==> src/rtl/tpl_pkg.sv <==
// Shared types, constants and register codes for the tile peak locator.
package tpl_pkg;

   localparam int MAX_TILES_ACROSS = 16;
   localparam int MAX_TILES_DOWN   = 16;
   localparam int SIZE_LIMIT       = 4096;

   localparam int SIZE_W   = 13;
   localparam int COORD_W  = 12;
   localparam int GRID_W   = 5;
   localparam int PIXEL_W  = 8;
   localparam int TILE_W   = 4;
   localparam int TA_CNT_W = $clog2(MAX_TILES_ACROSS + 1);
   localparam int TD_CNT_W = $clog2(MAX_TILES_DOWN + 1);
   localparam int ENTRY_AW = $clog2(MAX_TILES_ACROSS);

   localparam int CSR_AW = 5;
   localparam int CSR_DW = 32;

   typedef enum logic [2:0] {
      REG_IMAGE_WIDTH  = 3'd0,
      REG_TILE_WIDTH   = 3'd1,
      REG_TILE_HEIGHT  = 3'd2,
      REG_TILES_ACROSS = 3'd3,
      REG_TILES_DOWN   = 3'd4
   } reg_code_type;

   typedef struct packed {
      logic [PIXEL_W-1:0] value;
      logic [COORD_W-1:0] column;
      logic [COORD_W-1:0] row;
   } entry_type;

   localparam int ENTRY_W = $bits(entry_type);

   typedef struct packed {
      logic [SIZE_W-1:0]   image_width;
      logic [SIZE_W-1:0]   tile_width;
      logic [SIZE_W-1:0]   tile_height;
      logic [TA_CNT_W-1:0] tiles_across;
      logic [TD_CNT_W-1:0] tiles_down;
   } geometry_type;

   typedef struct packed {
      logic [COORD_W-1:0]  column;
      logic [COORD_W-1:0]  row;
      logic [TA_CNT_W-1:0] tile_column;
      logic [TD_CNT_W-1:0] tile_row;
      logic                in_grid;
      logic                first;
      logic                last;
      logic                frame_last;
   } position_type;

   function automatic logic [SIZE_W-1:0] clamp_size(input logic [SIZE_W-1:0] v);
      logic [SIZE_W-1:0] r;
      r = v;
      if (v == '0) begin
         r = SIZE_W'(1);
      end else if (v > SIZE_W'(SIZE_LIMIT)) begin
         r = SIZE_W'(SIZE_LIMIT);
      end
      return r;
   endfunction

endpackage

==> src/rtl/tpl_if.sv <==
// Request and response channel interfaces of the tile peak locator.
interface tpl_req_if;
   import tpl_pkg::*;
   logic               valid;
   logic               ready;
   logic [PIXEL_W-1:0] pixel_value;
   logic               frame_start;

   modport source (output valid, output pixel_value, output frame_start, input ready);
   modport sink (input valid, input pixel_value, input frame_start, output ready);
endinterface

interface tpl_rsp_if;
   import tpl_pkg::*;
   logic               valid;
   logic               ready;
   logic [TILE_W-1:0]  tile_across;
   logic [TILE_W-1:0]  tile_down;
   logic [COORD_W-1:0] peak_column;
   logic [COORD_W-1:0] peak_row;
   logic [PIXEL_W-1:0] peak_value;
   logic               frame_done;

   modport source (output valid, output tile_across, output tile_down, output peak_column,
                   output peak_row, output peak_value, output frame_done, input ready);
   modport sink (input valid, input tile_across, input tile_down, input peak_column,
                 input peak_row, input peak_value, input frame_done, output ready);
endinterface

==> src/rtl/tpl_ram.sv <==
// Generic single-port-write, single-port-read RAM with a registered read.
module tpl_ram #(
   parameter int WIDTH = 8,
   parameter int DEPTH = 16
) (
   input  logic                     clock,
   input  logic                     wr_en,
   input  logic [$clog2(DEPTH)-1:0] wr_addr,
   input  logic [WIDTH-1:0]         wr_data,
   input  logic                     rd_en,
   input  logic [$clog2(DEPTH)-1:0] rd_addr,
   output logic [WIDTH-1:0]         rd_data
);
   logic [WIDTH-1:0] mem_ff [DEPTH];
   logic [WIDTH-1:0] rd_data_ff;

   always_ff @(posedge clock) begin
      if (wr_en) begin
         mem_ff[wr_addr] <= wr_data;
      end
      if (rd_en) begin
         rd_data_ff <= mem_ff[rd_addr];
      end
   end

   assign rd_data = rd_data_ff;
endmodule

==> src/rtl/tpl_raster.sv <==
// Raster position counters that place each pixel in its tile.
module tpl_raster (
   input  logic                  clock,
   input  logic                  reset,
   input  logic                  advance,
   input  logic                  frame_start,
   input  tpl_pkg::geometry_type geom,
   output tpl_pkg::position_type pos
);
   import tpl_pkg::*;

   logic [COORD_W-1:0]  column_ff, column_in;
   logic [COORD_W-1:0]  row_ff, row_in;
   logic [COORD_W-1:0]  col_tile_ff, col_tile_in;
   logic [COORD_W-1:0]  row_tile_ff, row_tile_in;
   logic [TA_CNT_W-1:0] tcol_ff, tcol_in;
   logic [TD_CNT_W-1:0] trow_ff, trow_in;

   logic [COORD_W-1:0]  column, row, col_tile, row_tile;
   logic [TA_CNT_W-1:0] tcol;
   logic [TD_CNT_W-1:0] trow;
   logic                row_end, col_tile_end, row_tile_end;

   always_comb begin
      column   = frame_start ? '0 : column_ff;
      row      = frame_start ? '0 : row_ff;
      col_tile = frame_start ? '0 : col_tile_ff;
      row_tile = frame_start ? '0 : row_tile_ff;
      tcol     = frame_start ? '0 : tcol_ff;
      trow     = frame_start ? '0 : trow_ff;

      row_end      = ({1'b0, column} + SIZE_W'(1)) >= geom.image_width;
      col_tile_end = ({1'b0, col_tile} + SIZE_W'(1)) >= geom.tile_width;
      row_tile_end = ({1'b0, row_tile} + SIZE_W'(1)) >= geom.tile_height;

      pos.column      = column;
      pos.row         = row;
      pos.tile_column = tcol;
      pos.tile_row    = trow;
      pos.in_grid     = (tcol < geom.tiles_across) && (trow < geom.tiles_down)
                        && (tcol < TA_CNT_W'(MAX_TILES_ACROSS));
      pos.first       = (col_tile == '0) && (row_tile == '0);
      pos.last        = col_tile_end && row_tile_end;
      pos.frame_last  = ((tcol + TA_CNT_W'(1)) == geom.tiles_across)
                        && ((trow + TD_CNT_W'(1)) == geom.tiles_down);

      column_in   = column;
      row_in      = row;
      col_tile_in = col_tile;
      row_tile_in = row_tile;
      tcol_in     = tcol;
      trow_in     = trow;
      if (row_end) begin
         column_in   = '0;
         col_tile_in = '0;
         tcol_in     = '0;
         row_in      = row + COORD_W'(1);
         if (row_tile_end) begin
            row_tile_in = '0;
            if (trow < geom.tiles_down) begin
               trow_in = trow + TD_CNT_W'(1);
            end
         end else begin
            row_tile_in = row_tile + COORD_W'(1);
         end
      end else begin
         column_in = column + COORD_W'(1);
         if (col_tile_end) begin
            col_tile_in = '0;
            if (tcol < geom.tiles_across) begin
               tcol_in = tcol + TA_CNT_W'(1);
            end
         end else begin
            col_tile_in = col_tile + COORD_W'(1);
         end
      end
   end

   always_ff @(posedge clock) begin
      if (reset) begin
         column_ff   <= '0;
         row_ff      <= '0;
         col_tile_ff <= '0;
         row_tile_ff <= '0;
         tcol_ff     <= '0;
         trow_ff     <= '0;
      end else if (advance) begin
         column_ff   <= column_in;
         row_ff      <= row_in;
         col_tile_ff <= col_tile_in;
         row_tile_ff <= row_tile_in;
         tcol_ff     <= tcol_in;
         trow_ff     <= trow_in;
      end
   end
endmodule

==> src/rtl/tile_peak_locator.sv <==
// Top level of the tile peak locator: registers, best-pixel memory and result stage.
//
//   Channel   Direction  Carries
//   req_bus   in         one pixel and its frame start flag per request
//   rsp_bus   out        one tile's peak value and position per response
//   csr_*     in/out     APB-style access to the five geometry registers
//
// One pixel is accepted per clock while results are taken. A request's tile entry is read
// at the accepting edge and updated in the compare stage that follows, so a result is
// registered once the compare stage writes the last pixel of its tile. A request that
// follows a write to the same tile takes the written entry from a bypass register.
// Reset is synchronous and needs no clearing pass. A stalled response holds the compare
// stage only while it holds the last pixel of a tile, and the request channel waits with it.
module tile_peak_locator (
   input  logic                       clock,
   input  logic                       reset,
   tpl_req_if.sink                    req_bus,
   tpl_rsp_if.source                  rsp_bus,
   input  logic                       csr_psel,
   input  logic                       csr_penable,
   input  logic                       csr_pwrite,
   input  logic [tpl_pkg::CSR_AW-1:0] csr_paddr,
   input  logic [tpl_pkg::CSR_DW-1:0] csr_pwdata,
   output logic [tpl_pkg::CSR_DW-1:0] csr_prdata,
   output logic                       csr_pready
);
   import tpl_pkg::*;

   logic [SIZE_W-1:0] image_width_ff, tile_width_ff, tile_height_ff;
   logic [GRID_W-1:0] tiles_across_ff, tiles_down_ff;
   reg_code_type      reg_code;
   logic              csr_write;
   geometry_type      geom;

   position_type      pos;
   logic              accept;
   logic              s1_adv;

   logic                           s1_valid_ff, s1_valid_in;
   logic [PIXEL_W-1:0]             s1_pixel_ff;
   logic [COORD_W-1:0]             s1_column_ff, s1_row_ff;
   logic [ENTRY_AW-1:0]            s1_tile_ff;
   logic [TILE_W-1:0]              s1_trow_ff;
   logic                           s1_first_ff, s1_last_ff, s1_frame_last_ff;
   logic                           s1_seen_ff, s1_fwd_ff;
   entry_type                      fwd_entry_ff;
   logic [MAX_TILES_ACROSS-1:0]    written_ff;

   logic [ENTRY_AW-1:0] rd_addr;
   logic [ENTRY_W-1:0]  rd_data;
   entry_type           base, updated;
   logic                s1_write, same_tile;

   logic                rsp_valid_ff, rsp_valid_in, rsp_load;
   logic [TILE_W-1:0]   rsp_across_ff, rsp_down_ff;
   entry_type           rsp_entry_ff;
   logic                rsp_done_ff;

   assign reg_code  = reg_code_type'(csr_paddr[CSR_AW-1:2]);
   assign csr_write = csr_psel && csr_penable && csr_pwrite;
   assign csr_pready = 1'b1;

   always_ff @(posedge clock) begin
      if (reset) begin
         image_width_ff  <= SIZE_W'(640);
         tile_width_ff   <= SIZE_W'(40);
         tile_height_ff  <= SIZE_W'(22);
         tiles_across_ff <= GRID_W'(16);
         tiles_down_ff   <= GRID_W'(16);
      end else if (csr_write) begin
         case (reg_code)
            REG_IMAGE_WIDTH:  image_width_ff  <= csr_pwdata[SIZE_W-1:0];
            REG_TILE_WIDTH:   tile_width_ff   <= csr_pwdata[SIZE_W-1:0];
            REG_TILE_HEIGHT:  tile_height_ff  <= csr_pwdata[SIZE_W-1:0];
            REG_TILES_ACROSS: tiles_across_ff <= csr_pwdata[GRID_W-1:0];
            REG_TILES_DOWN:   tiles_down_ff   <= csr_pwdata[GRID_W-1:0];
            default: ;
         endcase
      end
   end

   always_comb begin
      case (reg_code)
         REG_IMAGE_WIDTH:  csr_prdata = CSR_DW'(image_width_ff);
         REG_TILE_WIDTH:   csr_prdata = CSR_DW'(tile_width_ff);
         REG_TILE_HEIGHT:  csr_prdata = CSR_DW'(tile_height_ff);
         REG_TILES_ACROSS: csr_prdata = CSR_DW'(tiles_across_ff);
         REG_TILES_DOWN:   csr_prdata = CSR_DW'(tiles_down_ff);
         default:          csr_prdata = '0;
      endcase
   end

   always_comb begin
      geom.image_width = clamp_size(image_width_ff);
      geom.tile_width  = clamp_size(tile_width_ff);
      geom.tile_height = clamp_size(tile_height_ff);
      if (tiles_across_ff == '0) begin
         geom.tiles_across = TA_CNT_W'(1);
      end else if (tiles_across_ff > GRID_W'(MAX_TILES_ACROSS)) begin
         geom.tiles_across = TA_CNT_W'(MAX_TILES_ACROSS);
      end else begin
         geom.tiles_across = TA_CNT_W'(tiles_across_ff);
      end
      if (tiles_down_ff == '0) begin
         geom.tiles_down = TD_CNT_W'(1);
      end else if (tiles_down_ff > GRID_W'(MAX_TILES_DOWN)) begin
         geom.tiles_down = TD_CNT_W'(MAX_TILES_DOWN);
      end else begin
         geom.tiles_down = TD_CNT_W'(tiles_down_ff);
      end
   end

   assign s1_adv        = !s1_valid_ff || !s1_last_ff || !rsp_valid_ff || rsp_bus.ready;
   assign req_bus.ready = s1_adv;
   assign accept        = req_bus.valid && s1_adv;

   tpl_raster u_raster (
      .clock       (clock),
      .reset       (reset),
      .advance     (accept),
      .frame_start (req_bus.frame_start),
      .geom        (geom),
      .pos         (pos)
   );

   assign rd_addr = pos.tile_column[ENTRY_AW-1:0];

   tpl_ram #(
      .WIDTH (ENTRY_W),
      .DEPTH (MAX_TILES_ACROSS)
   ) u_best_ram (
      .clock   (clock),
      .wr_en   (s1_write),
      .wr_addr (s1_tile_ff),
      .wr_data (updated),
      .rd_en   (accept),
      .rd_addr (rd_addr),
      .rd_data (rd_data)
   );

   always_comb begin
      if (s1_first_ff) begin
         base = '0;
      end else if (s1_fwd_ff) begin
         base = fwd_entry_ff;
      end else if (s1_seen_ff) begin
         base = entry_type'(rd_data);
      end else begin
         base = '0;
      end
      updated = base;
      if ((s1_pixel_ff > base.value)
          || ((s1_pixel_ff == base.value) && (s1_column_ff < base.column))) begin
         updated.value  = s1_pixel_ff;
         updated.column = s1_column_ff;
         updated.row    = s1_row_ff;
      end
   end

   assign s1_write  = s1_valid_ff && s1_adv;
   assign same_tile = s1_write && (s1_tile_ff == rd_addr);
   assign rsp_load  = s1_write && s1_last_ff;
   assign s1_valid_in = s1_adv ? (accept && pos.in_grid) : s1_valid_ff;
   assign rsp_valid_in = rsp_load ? 1'b1 : (rsp_valid_ff && !rsp_bus.ready);

   always_ff @(posedge clock) begin
      if (reset) begin
         s1_valid_ff  <= 1'b0;
         rsp_valid_ff <= 1'b0;
         written_ff   <= '0;
      end else begin
         s1_valid_ff  <= s1_valid_in;
         rsp_valid_ff <= rsp_valid_in;
         if (s1_write) begin
            written_ff[s1_tile_ff] <= 1'b1;
         end
      end
   end

   always_ff @(posedge clock) begin
      if (accept) begin
         s1_pixel_ff      <= req_bus.pixel_value;
         s1_column_ff     <= pos.column;
         s1_row_ff        <= pos.row;
         s1_tile_ff       <= rd_addr;
         s1_trow_ff       <= pos.tile_row[TILE_W-1:0];
         s1_first_ff      <= pos.first;
         s1_last_ff       <= pos.last;
         s1_frame_last_ff <= pos.frame_last;
         s1_seen_ff       <= written_ff[rd_addr] || same_tile;
         s1_fwd_ff        <= same_tile;
         fwd_entry_ff     <= updated;
      end
      if (rsp_load) begin
         rsp_across_ff <= s1_tile_ff;
         rsp_down_ff   <= s1_trow_ff;
         rsp_entry_ff  <= updated;
         rsp_done_ff   <= s1_frame_last_ff;
      end
   end

   assign rsp_bus.valid       = rsp_valid_ff;
   assign rsp_bus.tile_across = rsp_across_ff;
   assign rsp_bus.tile_down   = rsp_down_ff;
   assign rsp_bus.peak_column = rsp_entry_ff.column;
   assign rsp_bus.peak_row    = rsp_entry_ff.row;
   assign rsp_bus.peak_value  = rsp_entry_ff.value;
   assign rsp_bus.frame_done  = rsp_done_ff;
endmodule

==> src/flat_wrapper.sv <==
// flat-port wrapper written by rule: the top's interface ports become plain ports
module tile_peak_locator_flat import tpl_pkg::*;
  (clock, reset, csr_psel, csr_penable, csr_pwrite, csr_paddr, csr_pwdata, csr_prdata, csr_pready, req_bus_valid, req_bus_pixel_value, req_bus_frame_start, req_bus_ready, rsp_bus_valid, rsp_bus_tile_across, rsp_bus_tile_down, rsp_bus_peak_column, rsp_bus_peak_row, rsp_bus_peak_value, rsp_bus_frame_done, rsp_bus_ready);
  tpl_req_if req_bus_i ();
  tpl_rsp_if rsp_bus_i ();
  input  logic clock;
  input  logic reset;
  input  logic csr_psel;
  input  logic csr_penable;
  input  logic csr_pwrite;
  input  logic [tpl_pkg::CSR_AW-1:0] csr_paddr;
  input  logic [tpl_pkg::CSR_DW-1:0] csr_pwdata;
  output logic [tpl_pkg::CSR_DW-1:0] csr_prdata;
  output logic csr_pready;
  input wire logic [$bits(req_bus_i.valid)-1:0] req_bus_valid;
  input wire logic [$bits(req_bus_i.pixel_value)-1:0] req_bus_pixel_value;
  input wire logic [$bits(req_bus_i.frame_start)-1:0] req_bus_frame_start;
  output wire logic [$bits(req_bus_i.ready)-1:0] req_bus_ready;
  output wire logic [$bits(rsp_bus_i.valid)-1:0] rsp_bus_valid;
  output wire logic [$bits(rsp_bus_i.tile_across)-1:0] rsp_bus_tile_across;
  output wire logic [$bits(rsp_bus_i.tile_down)-1:0] rsp_bus_tile_down;
  output wire logic [$bits(rsp_bus_i.peak_column)-1:0] rsp_bus_peak_column;
  output wire logic [$bits(rsp_bus_i.peak_row)-1:0] rsp_bus_peak_row;
  output wire logic [$bits(rsp_bus_i.peak_value)-1:0] rsp_bus_peak_value;
  output wire logic [$bits(rsp_bus_i.frame_done)-1:0] rsp_bus_frame_done;
  input wire logic [$bits(rsp_bus_i.ready)-1:0] rsp_bus_ready;
  assign req_bus_i.valid = req_bus_valid;
  assign req_bus_i.pixel_value = req_bus_pixel_value;
  assign req_bus_i.frame_start = req_bus_frame_start;
  assign req_bus_ready = req_bus_i.ready;
  assign rsp_bus_valid = rsp_bus_i.valid;
  assign rsp_bus_tile_across = rsp_bus_i.tile_across;
  assign rsp_bus_tile_down = rsp_bus_i.tile_down;
  assign rsp_bus_peak_column = rsp_bus_i.peak_column;
  assign rsp_bus_peak_row = rsp_bus_i.peak_row;
  assign rsp_bus_peak_value = rsp_bus_i.peak_value;
  assign rsp_bus_frame_done = rsp_bus_i.frame_done;
  assign rsp_bus_i.ready = rsp_bus_ready;
  tile_peak_locator u_core (.clock(clock), .reset(reset), .req_bus(req_bus_i), .rsp_bus(rsp_bus_i), .csr_psel(csr_psel), .csr_penable(csr_penable), .csr_pwrite(csr_pwrite), .csr_paddr(csr_paddr), .csr_pwdata(csr_pwdata), .csr_prdata(csr_prdata), .csr_pready(csr_pready));
endmodule
==> config.mk <==
export PLATFORM = sky130hd
export DESIGN_NAME = tile_peak_locator_flat
export DESIGN_NICKNAME = d
export VERILOG_FILES = /design/src/rtl/tpl_pkg.sv /design/src/rtl/tpl_if.sv /design/src/rtl/tpl_ram.sv /design/src/rtl/tpl_raster.sv /design/src/rtl/tile_peak_locator.sv /design/src/flat_wrapper.sv
export SDC_FILE = /design/constraint.sdc
export NUM_CORES = 1
export LEC_CHECK = 0
export ABC_AREA = 1
export ABC_CLOCK_PERIOD_IN_PS = 4660
export BUFFER_PORTS_ARGS = -buffer_cell sky130_fd_sc_hd__buf_2
export CORE_ASPECT_RATIO = 0.9
export CORE_MARGIN = 2
export CORE_UTILIZATION = 62
export DETAILED_ROUTE_END_ITERATION = 8
export PLACE_DENSITY = 0.8
export SETUP_SLACK_MARGIN = 0.3
export SKIP_CTS_REPAIR_TIMING = 1
export SLEW_MARGIN = 15
export SYNTH_ARGS = -nofsm -noshare
export SYNTH_HDL_FRONTEND = slang
export SYNTH_SLANG_ARGS = --single-unit
==> constraint.sdc <==
create_clock -name clock -period 4.66 [get_ports clock]
set_clock_uncertainty 0.2 [all_clocks]
set_input_delay 0.932 -clock clock [delete_from_list [all_inputs] [get_ports clock]]
set_output_delay 0.932 -clock clock [all_outputs]
set_load 0.005 [all_outputs]
* Yosys cells after proc, flatten, opt, wreduce, memory -nomap -nowiden
Memories as Yosys holds them, arrays and structs flattened. A register that Yosys moved wholly into a read port is not among the register bits.
Index checks and enable logic that the tools add are counted.
** Word-level totals
- Memories kept :: 1
- RAM bits :: 512
- Bits of input ports :: 53
- Word-level logic and storage cells :: 145
- Output and inout port bits :: 76
- Register bits :: 243
** Cells by class
- Multiplexer cells :: 40
- Equality and inequality tests :: 8
- Reduce and logical (&&, ||, !) cells :: 37
- Add/sub/neg operators :: 9
- Bitwise gates (word level) :: 1
- $lt $le $gt $ge :: 16
** Memory list
- u_core.u_best_ram.mem_ff :: depth 16, bits a word 32, rd ports 1, clocked after Yosys merged registers in 1, write ports 1, line tpl_ram.sv:14 : logic [WIDTH-1:0] mem_ff [DEPTH];
** Operator list (count)
- 32-bit two-way mux :: 4
- 12-bit two-way mux :: 10
- 13-bit two-way mux :: 6
- 13-bit one-hot mux with 5 select lines :: 1
- 5-bit two-way mux :: 12
- 12-bit by 1-bit adder with 12-bit output (second input constant) :: 4
- 12-bit by 1-bit adder with 13-bit output (second input constant) :: 3
- 13-bit greater-or-equal comparator :: 3
- 13-bit greater-than comparator (second input constant) :: 3
- 13-bit logical NOT :: 3
- 12-bit logical NOT :: 2
- 16-bit OR :: 1
- 1-bit logical AND :: 15
- 12-bit less-than comparator :: 1
- 5-bit by 1-bit adder with 5-bit output (second input constant) :: 2
- 5-bit equality test :: 2
- 5-bit greater-than comparator (second input constant) :: 2
- 5-bit logical NOT :: 2
- 4-bit by 5-bit less-than comparator with 1-bit output (second input constant) :: 2
- 5-bit less-than comparator :: 2
- 2-bit AND reduction :: 5
- 8-bit equality test :: 1
- 8-bit greater-than comparator :: 1
- 3-bit by 2-bit equality test with 1-bit output (second input constant) :: 2
- other kinds (11) :: 22

* Longest topological paths before layout
Gate-level depths: netlist (run 1).
- Depth in word-level cells :: 7
- Mapped depth :: 25

* Modules after synthesis
From an unflattened synthesis (run 1), not the netlist that was laid out.
** Second synthesis, totals
- Cells, all modules :: 3935
- Area total of the unflattened synthesis :: 36849.1 sq um
** By module, submodules not included
- tpl_ram :: cells an instance 2120, times used 1, area an instance 23050.9 sq um
- tile_peak_locator :: cells an instance 914, times used 1, area an instance 8413.1 sq um
- tpl_raster :: cells an instance 901, times used 1, area an instance 5385.2 sq um

* Worst setup path after synthesis (run 1)
No wires, ideal clock.
- Path type :: input to register
- Start :: in req_bus_frame_start
- End :: reg u_core.u_raster.row_ff[1]
- Data arrival time :: 3.992 ns
- Library setup time :: 0.134 ns
- Setup slack :: 0.335 ns
- Stages :: 25
- Cells stage by stage :: buf_6 > buf_12 > buf_6 > buf_2 > nor2_1 > ha_1 > nand2_1 > nor2_1 > nand3_2 > nor2_1 > nand3_1 > xor2_1 > ha_1 > nand2_1 > nor2_1 > inv_1 > nor2_1 > nand2_1 > nand3_2 > nand2_4 > inv_1 > nor2_4 > buf_4 > nand2_1 > a21oi_1
** RTL lines
- start: declaration :: line flat_wrapper.sv:17 : input wire logic [$bits(req_bus_i.frame_start)-1:0] req_bus_frame_start;
- end signal: assignment :: line tpl_raster.sv:89 : row_ff <= row_in;
- end: declaration :: line tpl_raster.sv:13 : logic [COORD_W-1:0] row_ff, row_in;

* Worst setup path after layout (run 1)
- Start :: reg u_core.s1_first_ff
- End :: reg u_core.rsp_entry_ff, in the netlist u_core.rsp_bus.peak_row[2] (data pin)
** On the way
- Word-level cells in the longest chain between the ends :: 5
- Elaborated cells between the ends (all ways) :: 7
- Those cells by class :: order compare (2); eq/ne (1); mux (2); reduce/logical (2)
** RTL lines
- start: declaration :: line tile_peak_locator.sv:44 : logic s1_first_ff, s1_last_ff, s1_frame_last_ff;
- start signal: assignment :: line tile_peak_locator.sv:187 : s1_first_ff <= pos.first;
- 32-bit two-way mux * :: line tile_peak_locator.sv:142 : if (s1_first_ff) begin
- 12-bit less-than comparator / 8-bit equality test (equally long branches) :: line tile_peak_locator.sv:153 : || ((s1_pixel_ff == base.value) && (s1_column_ff < base.column))) begin
- 1-bit logical AND :: line tile_peak_locator.sv:153
- 1-bit logical OR :: line tile_peak_locator.sv:153
- 32-bit two-way mux * :: line tile_peak_locator.sv:152 : if ((s1_pixel_ff > base.value)
- named net u_core.u_best_ram.wr_data[2] :: line tpl_ram.sv:9 : input logic [WIDTH-1:0] wr_data,
- end signal: assignment :: line tile_peak_locator.sv:197 : rsp_entry_ff <= updated;
- end: declaration :: line tile_peak_locator.sv:56 : entry_type rsp_entry_ff;
The timed path passes the listed nets; every way through them passes the cells marked *.
A chain may end at the register's enable or synchronous reset.

==> results by group, run 1 <==
Run status
  • Status: completed

Timing
  • Setup TNS: 0 ns
  • Final Max Tran Viols: 0
  • Fmax: ~0.24 GHz
  • Final min period: just over 4 ns
  • Endpoints failing setup: 0
  • Final Hold Viols: 0
  • Worst-margin pin slew: 1.109 ns
  • RSZ-0062 raised after global routing: no
  • Fin worst setup slack: 0.5700 ns
  • Crit share post-route: 87.77%
  • Slew headroom: approximately a quarter

GRT
  • Antenna violations before repair: 0
  • Grt ovf: 0
  • First-pass GRT wire length: between 100000 and 150000 um
  • Vias in the first global route: roughly 24000
  • Largest net degree at the start of global routing: roughly 140
  • Total Routing Usage GR: between 30% and 40%

Setup path
  • Crit end category: register
  • Slowest CP cell: edfxtp_1
  • CP Data Arrival Time: around 4 ns
  • Critical Path RT: around 4.6 ns
  • Worst Setup Start Kind: register
  • CP most frequent cell: nand2_1
  • Slowest cell delay on critical path: between 0.8 and 0.9 ns
  • Crit-path max FO: 32
  • WS Path Type: reg2reg
  • CP cell instances: a21oi_1 -> inv_1 -> ha_1 -> nand2_1 -> nor2_1 -> nand4_1 -> nand2_1 -> nand2_4 -> nand2_1 -> nand2_1

CTS
  • CTS root buf: clkbuf_16
  • H-tree levels: 3
  • Worst-path clk slew: 0.06 ns
  • Clock sinks: 787
  • CTS tree: built
  • CTS Buffer Depth: 3
  • Clock latency on the worst-skew pair: 0.63 ns
  • TritonCTS Buffers: 77

Drt
  • Avg Vias per Cell: ~6.3
  • DR pass1 iterations: 6
  • DRT antenna net count: 0
  • Uppermost layer routed: met4
  • Routed length on met2: ~40000 um
  • M1 wire length: ~35000 um
  • Remaining routing DRC violations: 0
  • Total number of vias: between 20000 and 25000
  • Met3 WL: 8301 um
  • Final wirelength: roughly 87000 um
  • DRT iter0 DRCs: approximately 3200
  • DR WL/cell: about 22 um

Synth
  • EDFF count, synth: 662
  • Ys flop type: edfxtp_1
  • Top post-synthesis cells by area: edfxtp_1 (58%), dfxtp_1 (7.3%), nand2_1 (5.2%)
  • FF+latch count, synth: about 790
  • Post-synth top area cell: edfxtp_1
  • Post-synth ARST share: 0%
  • Sequential share of the synthesized area: about two thirds
  • Top cell type's share of synthesized area: about three fifths
  • Mean Syn Cell Area: about 11 um2
  • Syn. warnings: 0
  • Syn Inst Count: approximately 3100
  • Mapped Area: ~34000 um2
  • Synth unique cells: 55

Die
  • Starting Density: 62.73%
  • Die Width: 251.1 um
  • Area of the core: about 54000 um2
  • Row count: 81
  • Die Ht: 226.4 um
  • Die area: approximately 57000 um2
  • IO Pins: around 130

Power
  • Pwr/cell area: roughly 390 nW/um2
  • Maximum vdd drop: between 300 and 400 uV
  • Total power: between 10000 and 15000 uW
  • Lkg Pwr: about 0.013 uW

Placement
  • DPL Wire Length: approximately 50000 um
  • Placed cells: roughly 3700
  • Setup WS pre-CTS: 0.2010 ns
  • Gpl congestion: 0.9043
  • PortBufs: 87

Layout
  • Share of post-route cells with drive strength above 1: between 10% and 20%
  • Area added between synthesis and finish: 10.95%
  • Most common cell after layout, fill and taps aside: edfxtp_1
  • Most frequent cells in the layout: edfxtp_1 (662), nand2_1 (471), nor2_1 (397)
  • # diodes: 0
  • Nets: about 3200
  • Finished Layout Cells: 3877

Job
  • Max-cap viol count: 0

Worst hold path
  • HP Class: reg2reg
worst max-delay path: cells and delay by family (launching register included):
family / cells / cell delay (ns)
buffers and inverters: 1 / 0.08
DFF: 1 / 0.82
adders and majority gates: 1 / 0.29
and+or+nand+nor: 7 / 1.86
AOI/OAI and AO/OA: 1 / 0.38
layer usage:
layer | vias up | global-route usage, %
met5 | - | 0
met1 | 11830 | 41.76
met3 | 236 | 5.602
met4 | 0 | 12.23
met2 | 1461 | 48.36
li1 | 10950 | -
worst paths after layout:
kind	to	startpoint	cells past startpoint	slack, ns
worst min register to register	u_core.rsp_bus.frame_done$_DFFE_PP_	u_core.s1_frame_last_ff$_DFFE_PP_	0	0.22
worst max register to register	u_core.rsp_bus.peak_row[2]$_DFFE_PP_	u_core.s1_first_ff$_DFFE_PP_	10	0.57
worst max-delay path	u_core.rsp_bus.peak_row[2]$_DFFE_PP_	u_core.s1_first_ff$_DFFE_PP_	10	0.57
worst min-delay path	u_core.rsp_bus.frame_done$_DFFE_PP_	u_core.s1_frame_last_ff$_DFFE_PP_	0	0.22
logic make-up (layout without fill, tap and decap cells):
| logic type | after synthesis | in the layout | synth area share, % |
|---|---|---|---|
| buffers and inverters | 361 | 464 | 4.726 |
| xor gates and xnor gates | 36 | 36 | 0.9474 |
| other | 2 | 20 | 0.02204 |
| DFF | 787 | 787 | 65.69 |
| AOI/OAI and AO/OA | 695 | 695 | 12.02 |
| and+or+nand+nor | 1094 | 1094 | 13.81 |
| adders and majority gates | 76 | 76 | 2.791 |
through the flow:
| stage | utilization [%] | hold WS [ns] | area, um2 |
|---|---|---|---|
| after floorplan | - | 0.2003 | 34140 |
| after global placement | 64.80 | 0.2168 | 35200 |
| after detailed placement | 64.80 | 0.2082 | 35200 |
| after CTS | 69.59 | 0.2248 | 37810 |
| after global routing | 69.59 | 0.2342 | 37810 |
| final | 69.59 | 0.2221 | 37810 |
power by group:
group,switching (uW),leakage [uW],internal [uW]
logic,373,0.00500,104
registers,46.7,0.00716,7780
clock network,2650,0.00126,3750
layout make-up:
cell class	instances	area [um2]
sequential	787	22380
fill	3700	16520
multi-input combinational	1921	10280
clock buffer	96	2039
timing repair buffer	144	963.4
tap	705	882.1
inverter	178	695.7
clock inverter	46	565.5
registers in the layout, summed over array words and instances, names as in the netlist, 12 cells and up:
| signal | cells |
|---|---|
| u_core.s1_column_ff | 12 |
| u_core.tile_height_ff | 13 |
| u_core.s1_row_ff | 12 |
| u_core.u_best_ram.mem_ff | 512 |
| u_core.fwd_entry_ff | 32 |
| u_core.rsp_bus.peak_column | 12 |
| u_core.u_best_ram.rd_data | 32 |
| u_core.tile_width_ff | 13 |
| u_core.u_raster.column_ff | 12 |
| u_core.written_ff | 16 |
| u_core.u_raster.row_ff | 12 |
| u_core.u_raster.row_tile_ff | 12 |
| u_core.u_raster.col_tile_ff | 12 |
| u_core.rsp_bus.peak_row | 12 |
| u_core.image_width_ff | 13 |
synthesized netlist by cell type (all sizes together), types with 2 or more instances:
library cell / number
a21oi: 131
a221oi: 2
a31oi: 5
and2: 4
buf: 83
clkbuf: 100
clkinv: 3
conb: 2
dfxtp: 125
edfxtp: 662
ha: 76
inv: 175
nand2: 488
nand3: 99
nand3b: 4
nand4: 23
nor2: 442
nor3: 17
nor3b: 2
nor4: 12
o2111ai: 3
o211ai: 68
o21a: 17
o21ai: 326
o221ai: 69
o22ai: 69
or2: 2
xnor2: 14
xor2: 22
Power figures use the tool's default switching activity.
==> run 2: changes to the inputs <==
--- a/config.mk
+++ b/config.mk
@@ -7,11 +7,11 @@
 export LEC_CHECK = 0
 export ABC_AREA = 1
 export ABC_CLOCK_PERIOD_IN_PS = 4660
-export BUFFER_PORTS_ARGS = -buffer_cell sky130_fd_sc_hd__buf_2
-export CORE_ASPECT_RATIO = 0.9
+export BUFFER_PORTS_ARGS = -buffer_cell sky130_fd_sc_hd__clkbuf_2
 export CORE_MARGIN = 2
 export CORE_UTILIZATION = 62
 export DETAILED_ROUTE_END_ITERATION = 8
+export GPL_TIMING_DRIVEN = 1
 export PLACE_DENSITY = 0.8
 export SETUP_SLACK_MARGIN = 0.3
 export SKIP_CTS_REPAIR_TIMING = 1
==> run 2 against run 1 <==
Effect of this change:
- final cell count about the same
- worst setup slack better by 0.034 ns
- utilization up 0.56 points
- highest routed layer unchanged
- non-clock buffer count up 5
- largest cell class unchanged
- clock power about the same
==> results by group, run 2 (synthesis results as in run 1) <==
Power
  • Pwr/cell area: approximately 390 nW/um2
  • Lkg Pwr: between 0.01 and 0.015 uW
  • Maximum vdd drop: around 340 uV

Setup path
  • CP cell instances: nor2_4 -> nand2_1 -> a21oi_1 -> inv_1 -> ha_1 -> nand2_1 -> nor2_1 -> nand4_1 -> nor2_1 -> o21ai_0 -> a21oi_1 -> nand2_2 -> nand2_4 -> nand2_1 -> nand2_1
  • Worst Setup Start Kind: register
  • Critical Path RT: 4.81 ns
  • CP Data Arrival Time: between 4 and 5 ns
  • Crit end category: register
  • Worst reg2reg path depth: 15
  • FF-to-FF Start: u_core.s1_fwd_ff$_DFFE_PP_
  • WS Path Type: reg2reg
  • Slowest CP cell: nand2_1
  • Setup slack, reg-to-reg: 0.60 ns
  • CP startpoint: u_core.s1_fwd_ff$_DFFE_PP_
  • Crit-path max FO: 32
  • Slowest cell delay on critical path: 0.48 ns
  • Critical Path End: u_core.u_best_ram.mem_ff[12][6]$_DFFE_PP_
  • CP most frequent cell: nand2_1
  • FF-to-FF End: u_core.u_best_ram.mem_ff[12][6]$_DFFE_PP_

Worst hold path
  • HP Class: reg2reg
  • Worst hold path depth: 0

Layout
  • Fillers: ~3600
  • # diodes: 0
  • Register with the most flip-flops: u_core.u_best_ram.mem_ff
  • Nets: between 3000 and 4000
  • Max reg flops: between 500 and 600
  • Share of post-route cells with drive strength above 1: approximately 11%
  • Reg area: around 22000 um2
  • Footprint of the multi-input gates: 10280 um2
  • Area added between synthesis and finish: 11.23%
  • Layout Utilization: about 70%
  • Most frequent cells in the layout: edfxtp_1 (662), nand2_1 (471), nor2_1 (397)
  • Most common cell after layout, fill and taps aside: edfxtp_1

Drt
  • Total number of vias: approximately 25000
  • Final wirelength: 88110 um
  • Remaining routing DRC violations: 0
  • DRT iter0 DRCs: a little under 3000
  • DR WL/cell: 22.74 um
  • DRT antenna net count: 0
  • DR pass1 iterations: 8
  • Avg Vias per Cell: 6.338

Timing
  • Final Max Tran Viols: 0
  • Setup TNS: 0 ns
  • Endpoints failing setup: 0
  • Fin worst setup slack: 0.6044 ns
  • Slew headroom: 26.86%
  • Final min period: 4.056 ns
  • Crit share post-route: 87.03%
  • RSZ-0062 raised after global routing: no
  • Final Hold Viols: 0
  • Worst-margin pin slew: around 1.1 ns
  • Fmax: roughly 0.25 GHz

CTS
  • Clock sinks: just under 800
  • Clock latency on the worst-skew pair: 0.65 ns
  • TritonCTS Buffers: 78
  • H-tree levels: 3
  • CTS Buffer Depth: 3
  • Worst-path clk slew: about 0.070 ns
  • CTS tree: built
  • CTS root buf: clkbuf_16

GRT
  • First-pass GRT wire length: 133900 um
  • Total Routing Usage GR: between 30% and 40%
  • Antenna violations before repair: 0
  • Largest net degree at the start of global routing: roughly 140
  • Vias in the first global route: about 24000
  • Grt ovf: 0

Die
  • Area of the core: 54030 um2
  • Row count: 85
  • IO Pins: 129
  • Die area: between 50000 and 60000 um2
  • Die Width: about 240 um
  • Starting Density: between 60% and 70%
  • Die Ht: about 240 um

Placement
  • Setup WS pre-CTS: about 0.13 ns
  • PortBufs: 87
  • Gpl congestion: roughly 0.88
  • DPL Wire Length: just over 50000 um

Run status
  • Status: completed

Job
  • Max-cap viol count: 0
[run 2: cell types whose count changed in the layout (fill, tap and decap cells not counted), sizes merged]
cell / change
bufinv: -4
clkbuf: +91
inv: -1
buf: -82
clkinvlp: +2
[run 2: stage by stage]
stage                     std cells  power, uW  cell area (um2)  hold slack (ns)
after floorplan                3069       8262            34140           0.2003
after global placement         3731       8412            35300           0.2101
after detailed placement       3731       8441            35300           0.2077
after CTS                      3874      14690            37900           0.2073
after global routing           3874      15030            37900           0.2288
final                          3874      14680            37900           0.2013
[run 2: cell type report]
type	instances	area share [%]
flip-flops and latches	787	59.05
multi-input cells	1921	27.12
clock buffers	100	5.639
repair buffers	149	2.839
well taps	696	2.298
inverters	178	1.836
clock inverters	43	1.218
[run 2: how the worst min path moves through the flow]
stage	startpoint	end	slack, ns
2_1_floorplan	u_core.s1_frame_last_ff$_DFFE_PP_	u_core.rsp_bus.frame_done$_DFFE_PP_	0.20
3_3_place_gp	u_core.s1_trow_ff[2]$_DFFE_PP_	u_core.rsp_bus.tile_down[2]$_DFFE_PP_	0.21
3_5_place_dp	u_core.s1_frame_last_ff$_DFFE_PP_	u_core.rsp_bus.frame_done$_DFFE_PP_	0.21
4_1_cts	u_core.s1_trow_ff[1]$_DFFE_PP_	u_core.rsp_bus.tile_down[1]$_DFFE_PP_	0.21
5_1_grt	u_core.s1_trow_ff[1]$_DFFE_PP_	u_core.rsp_bus.tile_down[1]$_DFFE_PP_	0.23
6_report	u_core.s1_trow_ff[1]$_DFFE_PP_	u_core.rsp_bus.tile_down[1]$_DFFE_PP_	0.20
[run 2: worst max-delay path: cells and delay by family (launching register included)]
family | cells | cell delay, ns
DFF | 1 | 0.46
and+or+nand+nor | 10 | 2.16
buffers and inverters | 1 | 0.10
AOI/OAI and AO/OA | 3 | 0.46
adders and majority gates | 1 | 0.33
[run 2: routing by layer]
| layer | wire [um] | vias up | share of wire [%] | global-route usage (%) |
|---|---|---|---|---|
| li1 | - | 10970 | - | - |
| met1 | 33760 | 11830 | 38 | 40.90 |
| met2 | 42010 | 1512 | 48 | 50.33 |
| met3 | 9064 | 251 | 10 | 5.703 |
| met4 | 3280 | 0 | 3.7 | 13.62 |
| met5 | 0 | - | 0 | 0 |
[run 2: power breakdown]
| group | switching [uW] | internal [uW] | total (uW) |
|---|---|---|---|
| logic | 382 | 106 | 488 |
| clock network | 2710 | 3660 | 6370 |
| registers | 44.9 | 7780 | 7820 |
